### config.mk
export PLATFORM = sky130hd
export DESIGN_NAME = dgt_fifo
export DESIGN_NICKNAME = d
export VERILOG_FILES = /design/src/rtl/core/dgt_pkg.sv /design/src/rtl/core/dgt_fifo.sv
export SDC_FILE = /design/constraint.sdc
export NUM_CORES = 1
export LEC_CHECK = 0
export ABC_AREA = 1
export BUFFER_PORTS_ARGS = -buffer_cell sky130_fd_sc_hd__buf_2
export CAP_MARGIN = 30
export CORE_AREA = 2 2 220 222
export DETAILED_ROUTE_END_ITERATION = 8
export DIE_AREA = 0 0 222 224
export GPL_ROUTABILITY_DRIVEN = 0
export GPL_TIMING_DRIVEN = 0
export PLACE_DENSITY = 0.77
export RECOVER_POWER = 100
export SYNTH_ARGS = -nofsm -noshare
export SYNTH_HDL_FRONTEND = slang
export SYNTH_SLANG_ARGS = --single-unit
### constraint.sdc
create_clock -name clk -period 7.8 [get_ports clk]
set_input_delay 0.78 -clock clk [delete_from_list [all_inputs] [get_ports clk]]
set_output_delay 0.78 -clock clk [all_outputs]
set_load 0.02 [all_outputs]
### src/rtl/core/dgt_pkg.sv
// ----------------------------------------------------------------------------
// dgt_pkg
// Shared constants, types and helpers of the depth grid triangulator.
// ----------------------------------------------------------------------------
package dgt_pkg;

  localparam int COLUMNS = 640;
  localparam int ROWS    = 480;

  localparam int COORD_W  = 14;
  localparam int DIFF_W   = COORD_W + 1;
  localparam int SQ_W     = 2 * COORD_W;
  localparam int DIST_W   = SQ_W + 2;
  localparam int THRESH_W = 20;
  localparam int IDX_W    = 19;
  localparam int COL_W    = (COLUMNS > 1) ? $clog2(COLUMNS) : 1;
  localparam int ROW_W    = (ROWS > 1) ? $clog2(ROWS) : 1;

  localparam logic [THRESH_W-1:0] THRESH_RESET = THRESH_W'(100);

  // Job queue between the front and the back.
  localparam int FIFO_DEPTH = 8;
  localparam int PTR_W      = $clog2(FIFO_DEPTH);
  localparam int FILL_W     = $clog2(FIFO_DEPTH + 1);

  typedef struct packed {
    logic signed [COORD_W-1:0] x;
    logic signed [COORD_W-1:0] y;
    logic signed [COORD_W-1:0] z;
  } point_t;

  // One grid cell that passed at least one triangle test.
  typedef struct packed {
    logic [IDX_W-1:0] ul_idx;
    logic [IDX_W-1:0] ll_idx;
    logic [IDX_W-1:0] ur_idx;
    logic [IDX_W-1:0] lr_idx;
    logic             tri1_ok;
    logic             tri2_ok;
  } job_t;

  typedef struct packed {
    logic valid;
    job_t job;
  } push_t;

  typedef struct packed {
    logic valid;
    job_t job;
  } head_t;

  function automatic logic [SQ_W-1:0] sq_diff(input logic signed [COORD_W-1:0] a,
                                              input logic signed [COORD_W-1:0] b);
    logic signed [DIFF_W-1:0]   d;
    logic signed [2*DIFF_W-1:0] p;
    d = DIFF_W'(a) - DIFF_W'(b);
    p = d * d;
    return p[SQ_W-1:0];
  endfunction

endpackage

### src/rtl/core/dgt_fifo.sv
// ----------------------------------------------------------------------------
// dgt_fifo
// Short job queue that decouples cell testing from triangle output.
// ----------------------------------------------------------------------------
module dgt_fifo (
  input  logic                        clk,
  input  logic                        rst,
  input  dgt_pkg::push_t              push,
  input  logic                        pop,
  output dgt_pkg::head_t              head,
  output logic [dgt_pkg::FILL_W-1:0]  fill
);

  dgt_pkg::job_t              entries [dgt_pkg::FIFO_DEPTH];
  logic [dgt_pkg::PTR_W-1:0]  wr_ptr;
  logic [dgt_pkg::PTR_W-1:0]  rd_ptr;
  logic                       do_pop;

  assign do_pop = pop && (fill != '0);

  always_ff @(posedge clk) begin
    if (rst) begin
      wr_ptr <= '0;
      rd_ptr <= '0;
      fill   <= '0;
    end else begin
      if (push.valid) begin
        wr_ptr <= wr_ptr + 1'b1;
      end
      if (do_pop) begin
        rd_ptr <= rd_ptr + 1'b1;
      end
      fill <= fill + dgt_pkg::FILL_W'(push.valid) - dgt_pkg::FILL_W'(do_pop);
    end
  end

  always_ff @(posedge clk) begin
    if (push.valid) begin
      entries[wr_ptr] <= push.job;
    end
  end

  assign head.valid = fill != '0;
  assign head.job   = entries[rd_ptr];

endmodule

==> reports/metrics.cfg, run 1 <==
[detailed_routing]
drt_iter0_markers = 1829
ant_nets = 0
wl_per_cell_um = 18.3
finalWirelength_um = 67800
drc = 0
firstDrtPassIters = 5
num_vias = 19600
avgViaCountPerCell = 5.27

[clocking]
postCtsSetupBuffers = 0
cts.sinks = 637
cts_tree = built
htree_num_levels = 3
cts.clk_slew.worst_paths_ns = 0.06
insertion_delay_ns = 0.60
cts_buffers = 66
cts_buffer_depth = 3
cts_root_buf = clkbuf_16
cts_hold_buf = 0
post_cts_resize_count = 0

[min_path]
worstHoldPathType = primary input to flop
timing.hold.worst.start = rst

[final_layout]
area_growth_pct = 12.9
design_area_um2 = 31300
post-route-util_pct = 66.1
layout_common_cells = nand2_1, inv_1, edfxtp_1
final_nets = 3129
nFillCells = 3529
final_common_cell = nand2_1
drive_gt1_share_pct = 6.60

[worst_setup_path]
worstPathCellList = clkbuf_1 -> inv_1 -> or2_0 -> nor2_1 -> clkbuf_1 -> clkbuf_1
slowest_stage = clkbuf_1
critPathBufInv = 4
cp-startpoint = push[78]
cp_max_fo = 26
critical_path.top_delay_family = buffers and inverters
critPathKind = primary input to flop
cpPeakStageDelay_ns = 1.47
end_kind = flop
r2r-start = wr_ptr[0]
cp_data_arrival_time_ns = 5.39
required_ns = 7.97
crit_top_cell = clkbuf_1
worstSetupStartpointType = primary input

[yosys]
postSynthAreaPerCell_um2 = 9.96
synthXorXnorAreaFrac_pct = 0
yosysWarnings = 0
synth_top_family_by_area = simple AND/OR/NAND/NOR gates
syn-cell-area_um2 = 27700
synthAdderAreaFrac_pct = 0.343
synth_nets = 2873
seq_area_frac_synth_pct = 68.5
synth.ff_latch_count = 637
synth.distinct_cells = 18
syn_inst = 2784
synth_compound_area_share_pct = 0.217
synthSimpleGateAreaFrac_pct = 20.0
synth.area.mux_share_pct = 0

[floorplan]
rows = 80
die_w_um = 222
die_h_um = 224
design.die.area_um2 = 49700
ioPinCount = 165
design.core.area_um2 = 47300
initial_core_util_pct = 58.5

[placed_design]
placed_area_um2 = 29900
dp_hpwl_um = 43400
port_buffers = 164

[global_route]
grt_pass1_vias = 19200
gr-total-overflow = 0
grtUsageTotal_pct = 27.3
grt_pass1_wl_um = 103000
grt_max_degree = 29
antenna_found_initial = 7

[timing]
clock-skew-final_ns = 0.0109
fin_crit_ns = 5.22
slew_headroom_pct = -41.0
finalCritPeriodShare_pct = 67.0
tns_ns = 0
setup-violations-final = 0
hold_violations = 0
worst_slew_pin_slew_ns = 2.11
max_freq_mhz = 191
rsz0062_at_grt = false
maxSlewViolCount = 467

[status]
status = complete, but fails checks
violations = max-capacitance violations, max-slew violations

[power_and_ir_drop]
leakagePower_nw = 14.3
peakVddDrop_uv = 239
p_per_area_nw_per_um2 = 293

[run]
maxCapViolCount = 20

[cells in the mapped netlist]
library cell	number	area [um^2]
nor2_1	18	67.6
o21ai_0	4	20.0
nand3_1	318	1590
inv_4	1	6.26
buf_2	98	490
fa_1	1	20.0
inv_1	640	2400
buf_6	4	45.0
edfxtp_1	624	18700
dfxtp_1	13	260
inv_2	1	3.75
clkbuf_1	8	30.0
a21oi_1	8	40.0
or2_2	2	12.5
buf_1	5	18.8
ha_1	6	75.1
buf_4	5	37.5
nand2_1	1028	3860
[sequential cells by signal (all words and copies together), names as in the netlist, named ones only]
name     count
rd_ptr       3
fill         4
wr_ptr       3
entries    624
[through the flow]
stage          instances  hold WS, ns  setup slack (ns)  power, W
6_report            3707        0.394              2.58   0.00916
5_1_grt             3706        0.406              2.32   0.00954
4_1_cts             3705        0.367              4.53   0.00924
3_5_place_dp        3587        0.494              4.75   0.00629
3_3_place_gp        3563        0.477            -0.321   0.00622
2_1_floorplan       2784        0.463              2.88   0.00545
[final timing paths]
| path | end | slack [ns] | cells after the start |
|---|---|---|---|
| worst max register to register | entries[0][49] | 2.68 | 4 |
| worst max-delay path | entries[0][49] | 2.58 | 6 |
| worst min-delay path | fill[1] | 0.39 | 2 |
| worst min register to register | wr_ptr[0] | 0.50 | 2 |
[layout make-up]
class	instances	area [um^2]	share of cell area, %
Clock buffer	88	1870	5.98
Clock inverter	30	164	0.524
Antenna cell	2	5.00	0.0160
Sequential cell	637	19000	60.7
Multi-Input combinational cell	1385	5690	18.2
Timing Repair Buffer	188	772	2.47
Inverter	642	2410	7.71
Buffer	120	616	1.97
Tap cell	615	769	2.46
[where the power goes]
part / switching (W) / internal [W] / leakage [nW] / total (W)
registers: 0.0000287 / 0.00386 / 5.77 / 0.00388
clock network: 0.00126 / 0.00172 / 1.01 / 0.00298
logic: 0.00168 / 0.000614 / 7.51 / 0.00230
total: 0.00297 / 0.00618 / 14.3 / 0.00916
[routing by layer]
metal  track usage (%)  vias up  part of all wire (%)
li1                  -     9158                     -
met1              34.3     9313                    39
met2              46.9      907                    49
met3              5.15      162                   8.7
met4              11.0       10                   3.0
met5                 0        -                  0.10
[cell families (layout without fill, tap and decap cells)]
group / Yosys count / count (layout)
and+or+nand+nor: 1366 / 1366
buffers and inverters: 762 / 1068
DFF: 637 / 637
AOI/OAI and AO/OA: 12 / 12
adders and majority gates: 7 / 7
other: 0 / 2
No activity file was read; power rests on OpenSTA's default activity.
==> inputs of run 2 (changes only) <==
==> constraint.sdc (replaced) <==
create_clock -name clk -period 5.3 [get_ports clk]
set_input_delay 0.53 -clock clk [delete_from_list [all_inputs] [get_ports clk]]
set_output_delay 0.53 -clock clk [all_outputs]
set_load 0.02 [all_outputs]
==> run 2 against run 1 <==
  * The flow still finishes with violations (max-capacitance violations, max-slew violations)
  * Sequential share of layout area fell by 0.39 points
  * Sequential cell count stayed put
  * Clock skew is essentially flat
  * Wire length rose by 0.10%
  * Clock power up 47%
  * First-iteration DRC count grew 10%
  * Sequential power rose by 47%
  * Global-route usage unchanged
  * Setup slack worse by 1.3 ns
  * Count of clock-buffer cells in the layout is the same
  * Total power grew 47%
  * Die area is the same
  * Critical endpoint is now entries[0][48]
  * Largest cell class unchanged
  * Highest routed layer unchanged
==> reports/metrics.cfg, run 2 (synthesis gave the netlist of run 1 again) <==
[status]
status = complete, but fails checks
violations = max-capacitance violations, max-slew violations

[detailed_routing]
wl_per_cell_um = 18.3  ; +0.10%
avgViaCountPerCell = 5.27  ; -0.12%
drt_iter0_markers = 2016  ; +10%
drc = 0  ; unchanged
num_vias = 19500  ; -0.12%
ant_nets = 0  ; unchanged
firstDrtPassIters = 5  ; unchanged
finalWirelength_um = 67900  ; +0.10%

[final_layout]
largest_register_ffs = 624  ; unchanged
drive_gt1_share_pct = 6.99  ; +0.39 points
layout_common_cells = nand2_1, inv_1, edfxtp_1
area_growth_pct = 13.6
instances_no_fill = 3707  ; unchanged
nFillCells = 3495  ; -0.96%
multi_input_area_um2 = 5690  ; unchanged
reg_top3 = entries (624), fill (4)
final_common_cell = nand2_1
final_nets = 3129  ; unchanged
regMostFlops = entries
seq_area_um2 = 19000  ; unchanged

[worst_setup_path]
slowest_stage = nor2_1
critPathKind = flop to flop
ff2ff_path_depth = 4  ; unchanged
cpPeakStageDelay_ns = 1.40  ; -0.07 ns
critical_path.top_delay_family = simple AND/OR/NAND/NOR gates
critPathBufInv = 2  ; -2
reg2reg_to = entries[0][48]
cp_max_fo = 26  ; unchanged
ff2ff_setup_slack_ns = 1.30  ; -1.38 ns
end_kind = flop
required_ns = 5.57  ; -2.40 ns
worstSetupStartpointType = flop
cp_data_arrival_time_ns = 4.27  ; -1.12 ns
r2r-start = wr_ptr[0]
worstPathCellList = or2_0 -> nor2_1 -> clkbuf_1 -> buf_12

[timing]
clock-skew-final_ns = 0.0109  ; +0.0000368 ns
tns_ns = 0  ; unchanged
slew_headroom_pct = -52.1  ; -11 points
max_freq_mhz = 250
fin_crit_ns = 4.00
worst_slew_pin_slew_ns = 2.27  ; +0.166 ns
setup-violations-final = 0  ; unchanged
maxSlewViolCount = 308  ; -34%
hold_violations = 0  ; unchanged
rsz0062_at_grt = false
finalCritPeriodShare_pct = 75.5

[floorplan]
rows = 80  ; unchanged
initial_core_util_pct = 58.5  ; unchanged
die_h_um = 224  ; unchanged
die_w_um = 222  ; unchanged
ioPinCount = 165  ; unchanged
design.die.area_um2 = 49700  ; unchanged
design.core.area_um2 = 47300  ; unchanged

[clocking]
cts.sinks = 637  ; unchanged
cts_root_buf = clkbuf_16
cts_buffer_depth = 3  ; unchanged
post_cts_resize_count = 0  ; unchanged
cts_tree = built
cts_buffers = 66  ; unchanged
postCtsSetupBuffers = 0  ; unchanged
cts.clk_slew.worst_paths_ns = 0.06  ; about the same
insertion_delay_ns = 0.59  ; about the same
htree_num_levels = 3  ; unchanged
cts_hold_buf = 0  ; unchanged

[min_path]
worstHoldPathType = primary input to flop
hold_depth = 2  ; unchanged
timing.hold.worst.start = rst
hold_path_end = fill[1]

[power_and_ir_drop]
comb_power_share_pct = 25.2  ; about the same
peakVddDrop_uv = 351  ; +47%
power_w = 0.0135  ; +47%
p_per_area_nw_per_um2 = 428  ; +46%
intPower_w = 0.00911  ; +47%
seqPwrFrac_pct = 42.4  ; about the same
swShare_pct = 32.4  ; about the same
leakagePower_nw = 14.4  ; +0.64%
power_frac_clock_pct = 32.5  ; about the same
p_sw_w = 0.00438  ; +47%

[global_route]
gr-total-overflow = 0  ; unchanged
grt_max_degree = 29  ; unchanged
grtUsageTotal_pct = 27.3  ; unchanged
grt_pass1_vias = 19200  ; unchanged
grt_pass1_wl_um = 103000  ; unchanged
antenna_found_initial = 7  ; unchanged

[placed_design]
port_buffers = 164  ; unchanged
dp_hpwl_um = 43400  ; unchanged
dp_cells = 3587  ; unchanged

[run]
maxCapViolCount = 14  ; -30%

==> run 2: cell types whose count changed in the layout (fill, tap and decap cells not counted) <==
cell	before	now
buf_2	101	102
clkbuf_1	204	192
buf_16	1	4
buf_12	2	10
==> run 2: worst reg2reg max path, stage by stage (launching register included) <==
cell	delay (ns)
dfxtp_1	0.33
or2_0	0.33
nor2_1	1.40
clkbuf_1	1.26
buf_12	0.32
==> run 2: stage by stage <==
stage	instance area [um^2]	hold slack (ns)	worst slack, ns	util (%)
final	31500	0.145	1.30	66.5
after global placement	29300	0.477	-2.57	61.9
after global routing	31500	0.156	1.10	66.5
after CTS	31900	0.117	2.28	67.4
after floorplan	27700	0.463	0.632	-
after detailed placement	29900	0.494	2.50	63.1
==> run 2: metal layers <==
| layer | vias to the layer above | track usage [%] | part of all wire (%) |
|---|---|---|---|
| met5 | - | 0 | 0.10 |
| met4 | 10 | 11.0 | 3.1 |
| met3 | 168 | 5.15 | 8.7 |
| met2 | 902 | 46.9 | 49 |
| met1 | 9290 | 34.3 | 39 |
| li1 | 9157 | - | - |
==> run 2: area by class of cell <==
| class | count | share of cell area, % |
|---|---|---|
| antenna | 2 | 0.0159 |
| buffer | 120 | 1.95 |
| clock buffer | 88 | 5.94 |
| clock inverter | 30 | 0.520 |
| inverter | 642 | 7.66 |
| multi-input combinational | 1385 | 18.1 |
| sequential | 637 | 60.3 |
| tap | 615 | 2.44 |
| timing repair buffer | 188 | 3.09 |
==> run 2: worst max path at each step <==
| stage | cells past startpoint | start | to |
|---|---|---|---|
| after floorplan | 3 | push[78] | entries[0][0] |
| after global placement | 4 | push[78] | entries[6][47] |
| after detailed placement | 7 | push[78] | entries[4][49] |
| after CTS | 6 | flop | head[57] |
| after global routing | 4 | wr_ptr[0] | entries[0][49] |
| final | 4 | wr_ptr[0] | entries[0][48] |
==> run 2: power groups by stage <==
stage	combinational (W)	sequential (W)	clock [W]
after floorplan	0.00218	0.00584	0
after global placement	0.00332	0.00583	0
after detailed placement	0.00345	0.00581	0
after CTS	0.00348	0.00571	0.00441
after global routing	0.00372	0.00572	0.00461
final	0.00339	0.00571	0.00438
