## src/rtl/core/dgt_pkg.sv

```systemverilog
// ----------------------------------------------------------------------------
// dgt_pkg
// Shared constants, types and helpers of the depth grid triangulator.
// ----------------------------------------------------------------------------
package dgt_pkg;

  localparam int COLUMNS = 640;
  localparam int ROWS    = 480;

  localparam int COORD_W  = 14;
  localparam int DIFF_W   = COORD_W + 1;
  localparam int SQ_W     = 2 * COORD_W;
  localparam int DIST_W   = SQ_W + 2;
  localparam int THRESH_W = 20;
  localparam int IDX_W    = 19;
  localparam int COL_W    = (COLUMNS > 1) ? $clog2(COLUMNS) : 1;
  localparam int ROW_W    = (ROWS > 1) ? $clog2(ROWS) : 1;

  localparam logic [THRESH_W-1:0] THRESH_RESET = THRESH_W'(100);

  // Job queue between the front and the back.
  localparam int FIFO_DEPTH = 8;
  localparam int PTR_W      = $clog2(FIFO_DEPTH);
  localparam int FILL_W     = $clog2(FIFO_DEPTH + 1);

  typedef struct packed {
    logic signed [COORD_W-1:0] x;
    logic signed [COORD_W-1:0] y;
    logic signed [COORD_W-1:0] z;
  } point_t;

  // One grid cell that passed at least one triangle test.
  typedef struct packed {
    logic [IDX_W-1:0] ul_idx;
    logic [IDX_W-1:0] ll_idx;
    logic [IDX_W-1:0] ur_idx;
    logic [IDX_W-1:0] lr_idx;
    logic             tri1_ok;
    logic             tri2_ok;
  } job_t;

  typedef struct packed {
    logic valid;
    job_t job;
  } push_t;

  typedef struct packed {
    logic valid;
    job_t job;
  } head_t;

  function automatic logic [SQ_W-1:0] sq_diff(input logic signed [COORD_W-1:0] a,
                                              input logic signed [COORD_W-1:0] b);
    logic signed [DIFF_W-1:0]   d;
    logic signed [2*DIFF_W-1:0] p;
    d = DIFF_W'(a) - DIFF_W'(b);
    p = d * d;
    return p[SQ_W-1:0];
  endfunction

endpackage

```

## src/rtl/core/dgt_if.sv

```systemverilog


interface dgt_tri_if;
  logic                        valid;
  logic                        ready;
  logic [dgt_pkg::IDX_W-1:0]   corner_a;
  logic [dgt_pkg::IDX_W-1:0]   corner_b;
  logic [dgt_pkg::IDX_W-1:0]   corner_c;
  logic                        last_of_run;

  modport source (output valid, corner_a, corner_b, corner_c, last_of_run, input ready);
  modport sink   (input valid, corner_a, corner_b, corner_c, last_of_run, output ready);
endinterface

```

## src/rtl/core/dgt_back.sv

```systemverilog
// ----------------------------------------------------------------------------
// dgt_back
// Turns queued cells into one or two triangles on the output channel.
// ----------------------------------------------------------------------------
module dgt_back (
  input  logic            clk,
  input  logic            rst,
  input  dgt_pkg::head_t  head,
  output logic            pop,
  dgt_tri_if.source       triangles
);

  logic tri2_phase;
  logic load;
  logic pick_tri1;
  logic is_last;

  assign load      = head.valid && (!triangles.valid || triangles.ready);
  assign pick_tri1 = head.job.tri1_ok && !tri2_phase;
  assign is_last   = pick_tri1 ? !head.job.tri2_ok : 1'b1;
  assign pop       = load && is_last;

  always_ff @(posedge clk) begin
    if (rst) begin
      triangles.valid <= 1'b0;
      tri2_phase      <= 1'b0;
    end else begin
      if (load) begin
        triangles.valid <= 1'b1;
        tri2_phase      <= !is_last;
      end else if (triangles.ready) begin
        triangles.valid <= 1'b0;
      end
    end
  end

  always_ff @(posedge clk) begin
    if (load) begin
      triangles.corner_a    <= head.job.ul_idx;
      triangles.corner_b    <= pick_tri1 ? head.job.ll_idx : head.job.ur_idx;
      triangles.corner_c    <= head.job.lr_idx;
      triangles.last_of_run <= is_last;
    end
  end

endmodule

```

## src/flat_wrapper.sv

```systemverilog
// flat-port wrapper written by rule: the top's interface ports become plain ports
module dgt_back_flat 
  (clk, rst, head, pop, triangles_valid, triangles_corner_a, triangles_corner_b, triangles_corner_c, triangles_last_of_run, triangles_ready);
  dgt_tri_if triangles_i ();
  input  logic clk;
  input  logic rst;
  input  dgt_pkg::head_t head;
  output logic pop;
  output wire logic [$bits(triangles_i.valid)-1:0] triangles_valid;
  output wire logic [$bits(triangles_i.corner_a)-1:0] triangles_corner_a;
  output wire logic [$bits(triangles_i.corner_b)-1:0] triangles_corner_b;
  output wire logic [$bits(triangles_i.corner_c)-1:0] triangles_corner_c;
  output wire logic [$bits(triangles_i.last_of_run)-1:0] triangles_last_of_run;
  input wire logic [$bits(triangles_i.ready)-1:0] triangles_ready;
  assign triangles_valid = triangles_i.valid;
  assign triangles_corner_a = triangles_i.corner_a;
  assign triangles_corner_b = triangles_i.corner_b;
  assign triangles_corner_c = triangles_i.corner_c;
  assign triangles_last_of_run = triangles_i.last_of_run;
  assign triangles_i.ready = triangles_ready;
  dgt_back u_core (.clk(clk), .rst(rst), .head(head), .pop(pop), .triangles(triangles_i));
endmodule
```

## config.mk

```make
export PLATFORM = sky130hd
export DESIGN_NAME = dgt_back_flat
export DESIGN_NICKNAME = d
export VERILOG_FILES = /design/src/rtl/core/dgt_pkg.sv /design/src/rtl/core/dgt_if.sv /design/src/rtl/core/dgt_back.sv /design/src/flat_wrapper.sv
export SDC_FILE = /design/constraint.sdc
export NUM_CORES = 1
export LEC_CHECK = 0
export BUFFER_PORTS_ARGS = -buffer_cell sky130_fd_sc_hd__buf_2
export CAP_MARGIN = 15
export CORE_ASPECT_RATIO = 0.75
export CORE_MARGIN = 1
export CORE_UTILIZATION = 30
export DETAILED_ROUTE_END_ITERATION = 12
export PLACE_DENSITY = 0.7
export REMOVE_ABC_BUFFERS = 1
export SYNTH_ARGS = -nofsm -noshare
export SYNTH_HDL_FRONTEND = slang
export SYNTH_SLANG_ARGS = --single-unit
```

## constraint.sdc

```tcl
create_clock -name clk -period 3.7 [get_ports clk]
set_clock_uncertainty 0.15 [all_clocks]
set_input_delay 0.74 -clock clk [delete_from_list [all_inputs] [get_ports clk]]
set_output_delay 0.74 -clock clk [all_outputs]
set_load 0.005 [all_outputs]
```

==> qor.csv, run 1 <==
metric,value,unit
synthesis-to-layout area growth,45.4,%
CTS Root Cell,clkbuf_8,
share of the synthesized area in the top cell type,81.9,%
share of layout cells above drive strength 1,57.3,%
"Clk Latency, worst-skew pair",0.33,ns
non-filler cells in the finished layout,370,
Die Wd,99.2,um
starting DRC count in detailed routing,69,
Comb power frac,9.2,%
most frequent cell after synthesis,edfxtp_1,
Worst Slack Setup Final,1.11,ns
register area share after synthesis,83.8,%
reg2reg setup slack,1.97,ns
Hold Path Depth,2,
Worst VDD drop,228,uV
Nets,363,
PortBufs,141,
"FFs w/ async S/R, synth",0,%
clk sinks,60,
Internal,0.00118,W
"top cells by area, synth","edfxtp_1, nand2_1, dfxtp_1, nand2_2, buf_6",
# hold bufs at CTS,0,
htree depth,3,
via count,1524,
min-delay worst type,reg2reg,
first-pass GRT wire length,6670,um
DR WL/cell,12.4,um
hold path start,u_core.triangles.valid$_SDFFE_PP0P_,
crit path kind,in2out,
Commonest cells post-synth,"edfxtp_1, nand2_1, nand2_2",
GR Util All Layers,12.8,%
initial cell density of the core,31.1,%
Post-CTS Setup Inserts,0,
Clock Pin Slew Worst Setup and Hold Paths,0.07,ns
total negative slack,0,ns
Ys Warns,0,
Static Leak,1.44,nW
fmax,386,MHz
Sw Pwr,0.000338,W
RSZ-0062 raised after global routing,false,
Die Y,74.9,um
initial antenna violation count,0,
Placer Congestion,0.704,
Final period util,70.1,%
Main synth FF type,edfxtp_1,
Final min period,2.59,ns
Synth Cell Area,2130,um^2
post-synthesis cell count,132,
die area,7430,um^2
# DRC,0,
worst slew pin tran,0.838,ns
CTS buffer count,9,
Post-CTS Resized,0,
# rows,26,
Reg2Reg Depth,3,
Slew HR,44.2,%
CP Launch Type,primary input,
Worst setup EP type,primary output,
first drt pass iteration count,4,
routed wire length,4590,um
Pins Over Slew Limit,0,
vias in the first global route,1408,
endpoints failing hold,0,
"critical path fanouts, max",21,
Synth area leader,edfxtp_1,
"Distinct cells, synth",14,
Worst Path Required,2.81,ns
Seq pwr share,53.3,%
detailed placer's ending HPWL,3280,um
status,finished clean,
#FFs+latches synth,60,
GRT overflow,0,
"EDFF count, synth",58,
PD cells,490,nW/um^2
Avg Inst Size Synth,16.1,um^2
largest net degree at the start of global routing,59,
Filler Cell Count,626,
dpl ws,1.12,ns
worst-case hold slack,0.416,ns
Ports,142,
CP arrival,1.70,ns
Max Cap Viol,0,
Setup-failing EPs final,0,
clock buffer depth,2,
n_diodes,0,
reg2reg end,u_core.triangles.corner_c[14]$_DFFE_PP_,
Hold Path End,u_core.triangles.valid$_SDFFE_PP0P_,
core area,6830,um^2
TritonCTS clock tree,yes,
switching share of power,22.3,%
reg2reg start,u_core.triangles.valid$_SDFFE_PP0P_,
dpl cells,354,
clock power share,37.5,%
vias per cell,4.12,
Post-DRT Antenna Nets,0,
==> worst max-delay path by stage <==
stage,slack [ns],to,from,cells after the start
2_1_floorplan,0.23,pop,triangles_ready,3
6_report,1.11,pop,head[1],5
3_3_place_gp,1.15,pop,head[1],5
4_1_cts,1.11,pop,head[1],5
5_1_grt,0.98,pop,head[1],5
3_5_place_dp,1.12,pop,head[1],5
==> critical path, cell delays in order <==
cell	delay (ns)
buf_2	0.09
nor2b_4	0.44
nand2_1	0.13
and2_1	0.18
buf_2	0.12
==> sequential cells by signal (all words and copies together) (netlist names) <==
name                          cells
u_core.triangles.corner_b        19
u_core.triangles.corner_c        19
u_core.triangles.last_of_run      1
u_core.tri2_phase                 1
u_core.triangles.valid            1
u_core.triangles.corner_a        19
==> cell usage in the layout (no fill, tap or decap), drive strengths merged <==
cell / synthesis / layout
clkbuf: 0 / 10
dfxtp: 2 / 2
nand4: 1 / 1
nor2b: 1 / 1
and2: 2 / 2
bufinv: 0 / 1
edfxtp: 58 / 58
buf: 4 / 142
clkinvlp: 0 / 1
nand2: 58 / 58
a21oi: 2 / 2
inv: 1 / 1
a21bo: 1 / 1
clkinv: 0 / 4
nand2b: 2 / 2
==> cell families after synthesis <==
kind of cell / after synthesis / synth area share, %
AO/OA/AOI/OAI: 3 / 0.942
buffers and inverters: 5 / 2.41
flip-flops: 60 / 83.8
AND/OR/NAND/NOR: 64 / 12.8
==> power groups by stage <==
stage | clock, W | sequential [W] | combinational, W
after floorplan | 0 | 0.000831 | 0.0000382
after global placement | 0 | 0.000822 | 0.000138
after detailed placement | 0 | 0.000823 | 0.000142
after CTS | 0.000593 | 0.000809 | 0.000142
after global routing | 0.000616 | 0.000813 | 0.000157
final | 0.000568 | 0.000808 | 0.000139
==> per-layer routing <==
layer | global-route usage, % | wire length, um
met5 | 0 | 0
met4 | 5.88 | 84
met3 | 8.26 | 558
met2 | 21.1 | 2190
met1 | 12.9 | 1750
==> final cells by class <==
| type | instances | area, um^2 | area share, % |
|---|---|---|---|
| clock buffers | 10 | 128 | 4.13 |
| well taps | 84 | 105 | 3.40 |
| multi-input cells | 67 | 294 | 9.51 |
| flip-flops and latches | 60 | 1780 | 57.7 |
| inverters | 1 | 3.75 | 0.121 |
| clock inverters | 6 | 65.1 | 2.11 |
| repair buffers | 142 | 713 | 23.1 |
==> per-stage QoR <==
step                power, W  cell area, um^2  utilization, %
floorplan           0.000870             2080               -
global placement    0.000960             2900            42.4
global route         0.00159             3090            45.2
detailed placement  0.000965             2900            42.4
CTS                  0.00154             3090            45.2
finish               0.00151             3090            45.2
No activity file was read; power rests on OpenSTA's default activity.
==> inputs of run 2 (changes only) <==
- clock period: 3.7 -> 2.7 ns (I/O delays scaled with it)
==> qor.csv, run 2 (synthesized netlist as in run 1, its figures left out) <==
metric,value,unit,change
Setup-failing EPs final,0,,unchanged
Worst Path Required,2.01,ns,was 2.81 ns
M1 WL,1890,um,was 1750 um
Post-CTS Resized,0,,unchanged
min-delay worst type,in2reg,,was reg2reg
highest routed metal layer,met4,,unchanged
Filler Cell Count,650,,was 626
biggest regs,"u_core.triangles.corner_a (19), u_core.triangles.corner_b (19), u_core.triangles.corner_c (19)",,unchanged
initial antenna violation count,0,,unchanged
endpoints failing hold,0,,unchanged
Post-CTS Setup Inserts,0,,unchanged
Nets,365,,was 363
CP max stage cell,and2_2,,was nor2b_4
vias per cell,4.19,,was 4.12
Final min period,1.96,ns,
Ports,142,,unchanged
most frequent cells in the layout,"buf_2, edfxtp_1, nand2_1, clkbuf_8, nand2_2",,unchanged
fin util,44.9,%,was 45.2%
GRT overflow,0,,unchanged
vias in the first global route,1418,,was 1408
"Largest stage delay, worst path",0.22,ns,was 0.44 ns
CP arrival,1.27,ns,was 1.70 ns
Worst setup EP type,primary output,,unchanged
GR Util All Layers,13.0,%,was 12.8%
CTS buffer count,9,,unchanged
reg2reg setup slack,1.13,ns,was 1.97 ns
synthesis-to-layout area growth,44.4,%,was 45.4%
Slew HR,44.1,%,was 44.2%
crit path kind,in2out,,unchanged
share of layout cells above drive strength 1,57.1,%,was 57.3%
clk sinks,60,,unchanged
Clock Pin Slew Worst Setup and Hold Paths,0.07,ns,about the same
Reg2Reg Depth,3,,unchanged
reg2reg end,u_core.triangles.corner_b[2]$_DFFE_PP_,,was u_core.triangles.corner_c[14]$_DFFE_PP_
first-pass GRT wire length,6860,um,was 6670 um
detailed placer's ending HPWL,3490,um,was 3280 um
Placer Congestion,0.686,,was 0.704
"Clk Latency, worst-skew pair",0.33,ns,about the same
"commonest non-fill, non-tap cell in the layout",buf_2,,unchanged
"critical path fanouts, max",4,,was 21
Bufs and invs on worst path,2,,unchanged
routed wire length,4630,um,was 4590 um
Static Leak,1.43,nW,was 1.44 nW
Hold Path End,u_core.tri2_phase$_SDFFE_PP0P_,,was u_core.triangles.valid$_SDFFE_PP0P_
PortBufs,141,,unchanged
initial cell density of the core,31.1,%,unchanged
Max Cap Viol,0,,unchanged
fmax,510,MHz,
Worst VDD drop,325,uV,was 228 uV
Die Y,74.9,um,unchanged
clock buffer depth,2,,unchanged
non-filler cells in the finished layout,371,,was 370
crit-path leading delay family,simple AND/OR/NAND/NOR gates,,unchanged
n_diodes,0,,unchanged
met2 WL,2150,um,was 2190 um
reg2reg start,u_core.tri2_phase$_SDFFE_PP0P_,,was u_core.triangles.valid$_SDFFE_PP0P_
total power,0.00195,W,was 0.00151 W
Hold Path Depth,2,,unchanged
Post-DRT Antenna Nets,0,,unchanged
DR WL met3,535,um,was 558 um
CP Launch Type,primary input,,unchanged
PD cells,635,nW/um^2,was 490 nW/um^2
core area,6830,um^2,unchanged
dpl cells,356,,was 354
RSZ-0062 raised after global routing,false,,unchanged
Pins Over Slew Limit,0,,unchanged
critical-path cell list,"buf_2, nand2b_1, and2_2, and2_1, buf_2",,"was buf_2, nor2b_4, nand2_1, and2_1, buf_2"
TritonCTS clock tree,yes,,unchanged
# rows,26,,unchanged
largest net degree at the start of global routing,35,,was 59
Final period util,72.6,%,
worst slew pin tran,0.838,ns,about the same
die area,7430,um^2,unchanged
# hold bufs at CTS,0,,unchanged
"most used cell, CP",buf_2,,unchanged
status,finished clean,,unchanged
Die Wd,99.2,um,unchanged
hold path start,rst,,was u_core.triangles.valid$_SDFFE_PP0P_
CTS Root Cell,clkbuf_8,,unchanged
# DRC,0,,unchanged
via count,1556,,was 1524
first drt pass iteration count,3,,was 4
total negative slack,0,ns,unchanged
DR WL/cell,12.5,um,was 12.4 um
htree depth,3,,unchanged
starting DRC count in detailed routing,40,,was 69
-- run 2: cell types whose count changed in the layout (fill, tap and decap cells not counted), sizes merged --
cell	change
buf	+2
bufinv	-1
clkbuf	-1
clkinvlp	+1
-- run 2: area by class of cell --
cell class / instances / area [um^2] / area share, %
Clock buffer: 9 / 124 / 4.04
Clock inverter: 6 / 32.5 / 1.06
Inverter: 1 / 3.75 / 0.122
Multi-Input combinational cell: 67 / 294 / 9.58
Sequential cell: 60 / 1780 / 58.1
Tap cell: 84 / 105 / 3.42
Timing Repair Buffer: 144 / 728 / 23.7
-- run 2: per-stage QoR --
stage / hold slack [ns] / cell area [um^2] / setup slack, ns
after global placement: 0.391 / 2910 / 0.753
final: 0.228 / 3070 / 0.741
after detailed placement: 0.417 / 2910 / 0.736
after global routing: 0.198 / 3070 / 0.672
after CTS: 0.212 / 3070 / 0.734
after floorplan: 0.372 / 2080 / -0.373
-- run 2: how the worst max path moves through the flow --
| stage | slack (ns) | startpoint | cells past startpoint | endpoint |
|---|---|---|---|---|
| 3_5_place_dp | 0.74 | triangles_ready | 5 | pop |
| 5_1_grt | 0.67 | u_core.triangles.valid$_SDFFE_PP0P_ | 4 | pop |
| 3_3_place_gp | 0.75 | triangles_ready | 5 | pop |
| 2_1_floorplan | -0.37 | triangles_ready | 3 | pop |
| 4_1_cts | 0.73 | triangles_ready | 5 | pop |
| 6_report | 0.74 | triangles_ready | 5 | pop |
-- run 2: report_power, final --
| part | total [W] | internal [W] | switching (W) | leakage [nW] |
|---|---|---|---|---|
| logic | 0.000193 | 0.0000962 | 0.0000964 | 0.773 |
| registers | 0.00111 | 0.00109 | 0.0000139 | 0.579 |
| clock network | 0.000648 | 0.000317 | 0.000331 | 0.0760 |
-- run 2: worst register-to-register path, stage by stage, from the launching register on --
cell	delay [ns]
dfxtp_1	0.38
nand2b_1	0.68
nand2_1	0.13
nand2_1	0.09
-- run 2: per-layer routing --
metal,vias up,global-route usage (%)
li1,763,-
met3,6,8.73
met4,0,4.90
met5,-,0
met2,95,20.8
met1,692,13.8
==> inputs of run 3 (changes only) <==
- ABC_AREA: unset -> 1
- PLACE_DENSITY: 0.7 -> 0.72
- clock period: 2.7 -> 1.73 ns (I/O delays scaled with it)
==> qor.csv, run 3 <==
metric,value,unit,change
clock buffer depth,2,,unchanged
Final period util,92.2,%,
complex-gate fraction of the synthesized area,0.236,%,was 0.942%
Internal,0.00267,W,was 0.00151 W
Seq pwr share,51.5,%,was 56.9%
largest net degree at the start of global routing,40,,was 35
Avg Inst Size Synth,15.6,um^2,was 16.1 um^2
Static Leak,1.48,nW,was 1.43 nW
# hold bufs at CTS,0,,unchanged
Post-CTS Resized,0,,unchanged
Worst VDD drop,429,uV,was 325 uV
clock power share,38.9,%,was 33.3%
most frequent cells in the layout,"buf_2, edfxtp_1, nand2_1, clkbuf_8",,"was buf_2, edfxtp_1, nand2_1, clkbuf_8, nand2_2"
initial cell density of the core,31.0,%,was 31.1%
"FFs w/ async S/R, synth",0,%,unchanged
starting DRC count in detailed routing,47,,was 40
htree depth,3,,unchanged
fin util,45.8,%,was 44.9%
Synth area leader,edfxtp_1,,unchanged
"EDFF count, synth",58,,unchanged
Placer Congestion,0.719,,was 0.686
critical-path cell list,"nand2_1, nand2_1, nor2_1, buf_2",,"was buf_2, nand2b_1, and2_2, and2_1, buf_2"
CTS Root Cell,clkbuf_8,,unchanged
largest family of logic cells by synthesized area,simple AND/OR/NAND/NOR gates,,unchanged
# DRC,0,,unchanged
Synth Cell Area,2120,um^2,was 2130 um^2
first drt pass iteration count,4,,was 3
Post-DRT Antenna Nets,0,,unchanged
"commonest non-fill, non-tap cell in the layout",buf_2,,unchanged
Final min period,1.60,ns,
min-delay worst type,in2reg,,unchanged
met3 global-route usage,7.71,%,was 8.73%
CTS buffer count,9,,unchanged
TritonCTS clock tree,yes,,unchanged
Setup-failing EPs final,0,,unchanged
Pins Over Slew Limit,0,,unchanged
Slew HR,78.0,%,was 44.1%
Post-CTS Setup Inserts,0,,unchanged
first-pass GRT wire length,6410,um,was 6860 um
XOR/XNOR share of the synthesized area,0,%,unchanged
status,finished clean,,unchanged
PortBufs,141,,unchanged
"critical path fanouts, max",4,,unchanged
Die Y,74.8,um,was 74.9 um
M2 GR Usage,22.1,%,was 20.8%
clk sinks,60,,unchanged
most frequent cell after synthesis,edfxtp_1,,unchanged
initial antenna violation count,0,,unchanged
Sw Pwr,0.000691,W,was 0.000441 W
DR WL/cell,12.0,um,was 12.5 um
endpoints failing hold,0,,unchanged
share of the synthesized area in the top cell type,82.3,%,was 81.9%
Commonest cells post-synth,"edfxtp_1, nand2_1, inv_1",,"was edfxtp_1, nand2_1, nand2_2"
register area share after synthesis,84.2,%,was 83.8%
adder-cell share of the synthesized area,0,%,unchanged
"Largest stage delay, worst path",0.31,ns,was 0.22 ns
vias per cell,4.20,,was 4.19
Comb power frac,9.6,%,was 9.9%
CP arrival,1.10,ns,was 1.27 ns
total negative slack,0,ns,unchanged
multiplexer share of the synthesized area,0,%,unchanged
crit path kind,reg2out,,was in2out
GR Util All Layers,12.3,%,was 13.0%
switching share of power,20.5,%,was 22.7%
worst slew pin tran,0.330,ns,was 0.838 ns
via count,1582,,was 1556
detailed placer's ending HPWL,3370,um,was 3490 um
worst-case hold slack,0.0416,ns,was 0.228 ns
Main synth FF type,edfxtp_1,,unchanged
Worst Slack Setup Final,0.134,ns,was 0.741 ns
dpl ws,0.236,ns,was 0.736 ns
"Distinct cells, synth",11,,was 14
Die Wd,99,um,was 99.2 um
n_diodes,0,,unchanged
Worst setup EP type,primary output,,unchanged
routed wire length,4510,um,was 4630 um
Nets,370,,was 365
"Clk Latency, worst-skew pair",0.32,ns,was 0.33 ns
met1 Usage GRT,11.2,%,was 13.8%
GRT overflow,0,,unchanged
PD cells,1080,nW/um^2,was 635 nW/um^2
CP Launch Type,flip-flop,,was primary input
CP max stage cell,dfxtp_1,,was and2_2
# rows,26,,unchanged
crit-path leading delay family,simple AND/OR/NAND/NOR gates,,unchanged
Max Cap Viol,0,,unchanged
Ports,142,,unchanged
synthesis-to-layout area growth,47.8,%,was 44.4%
fmax,627,MHz,
total power,0.00337,W,was 0.00195 W
core area,6830,um^2,unchanged
#FFs+latches synth,60,,unchanged
biggest regs,"u_core.triangles.corner_a (19), u_core.triangles.corner_b (19), u_core.triangles.corner_c (19)",,unchanged
Ys Warns,0,,unchanged
share of layout cells above drive strength 1,56.3,%,was 57.1%
"top cells by area, synth","edfxtp_1, nand2_1, dfxtp_1, nand2_2, buf_6",,unchanged
Clock Pin Slew Worst Setup and Hold Paths,0.07,ns,about the same
"most used cell, CP",nand2_1,,was buf_2
die area,7400,um^2,was 7430 um^2
Worst Path Required,1.23,ns,was 2.01 ns
vias in the first global route,1429,,was 1418
simple-gate share of the synthesized area,12.4,%,was 12.8%
RSZ-0062 raised after global routing,false,,unchanged
Bufs and invs on worst path,1,,was 2
"Most Used Layer, Global Route",met2,,unchanged
post-synthesis cell count,136,,was 132
[run 3: per-stage QoR]
stage	instance area [um^2]	instances
after CTS	3130	377
after global routing	3130	377
after floorplan	2070	133
final	3130	377
after global placement	2920	361
after detailed placement	2920	361
[run 3: path summary, 6_finish.rpt]
| check | startpoint | endpoint | slack [ns] | cells after the start |
|---|---|---|---|---|
| max | u_core.triangles.valid$_SDFFE_PP0P_ | pop | 0.13 | 4 |
| min | head[74] | u_core.triangles.corner_a[15]$_DFFE_PP_ | 0.04 | 1 |
| max reg2reg | u_core.triangles.valid$_SDFFE_PP0P_ | u_core.triangles.corner_b[5]$_DFFE_PP_ | 0.40 | 4 |
| min reg2reg | u_core.triangles.valid$_SDFFE_PP0P_ | u_core.triangles.valid$_SDFFE_PP0P_ | 0.34 | 2 |
[run 3: per-layer routing]
metal | part of all wire [%] | up-vias
met3 | 12 | 8
met1 | 37 | 710
li1 | - | 768
met2 | 50 | 96
met5 | 0 | -
met4 | 1.6 | 0
[run 3: cells by family (layout without fill, tap and decap cells)]
kind of cell,Yosys count,after routing
AND/OR/NAND/NOR,65,65
flip-flops,60,60
buffers and inverters,10,167
AO/OA/AOI/OAI,1,1
[run 3: worst reg2reg max path, stage by stage (launching register included)]
cell	delay, ns
dfxtp_1	0.31
nand2_1	0.08
nand2_1	0.11
inv_2	0.10
buf_4	0.27
[run 3: final cells by class]
class	instances	area, um^2
Fill cell	632	3700
Sequential cell	60	1780
Timing Repair Buffer	144	741
Multi-Input combinational cell	66	267
Clock buffer	11	131
Tap cell	84	105
Clock inverter	5	76.3
Inverter	7	26.3
[run 3: power by group through the flow]
stage / combinational (W) / sequential, W / clock (W)
2_1_floorplan: 0.0000900 / 0.00179 / 0
3_3_place_gp: 0.000318 / 0.00176 / 0
3_5_place_dp: 0.000329 / 0.00177 / 0
4_1_cts: 0.000329 / 0.00174 / 0.00136
5_1_grt: 0.000363 / 0.00174 / 0.00141
6_report: 0.000322 / 0.00173 / 0.00131
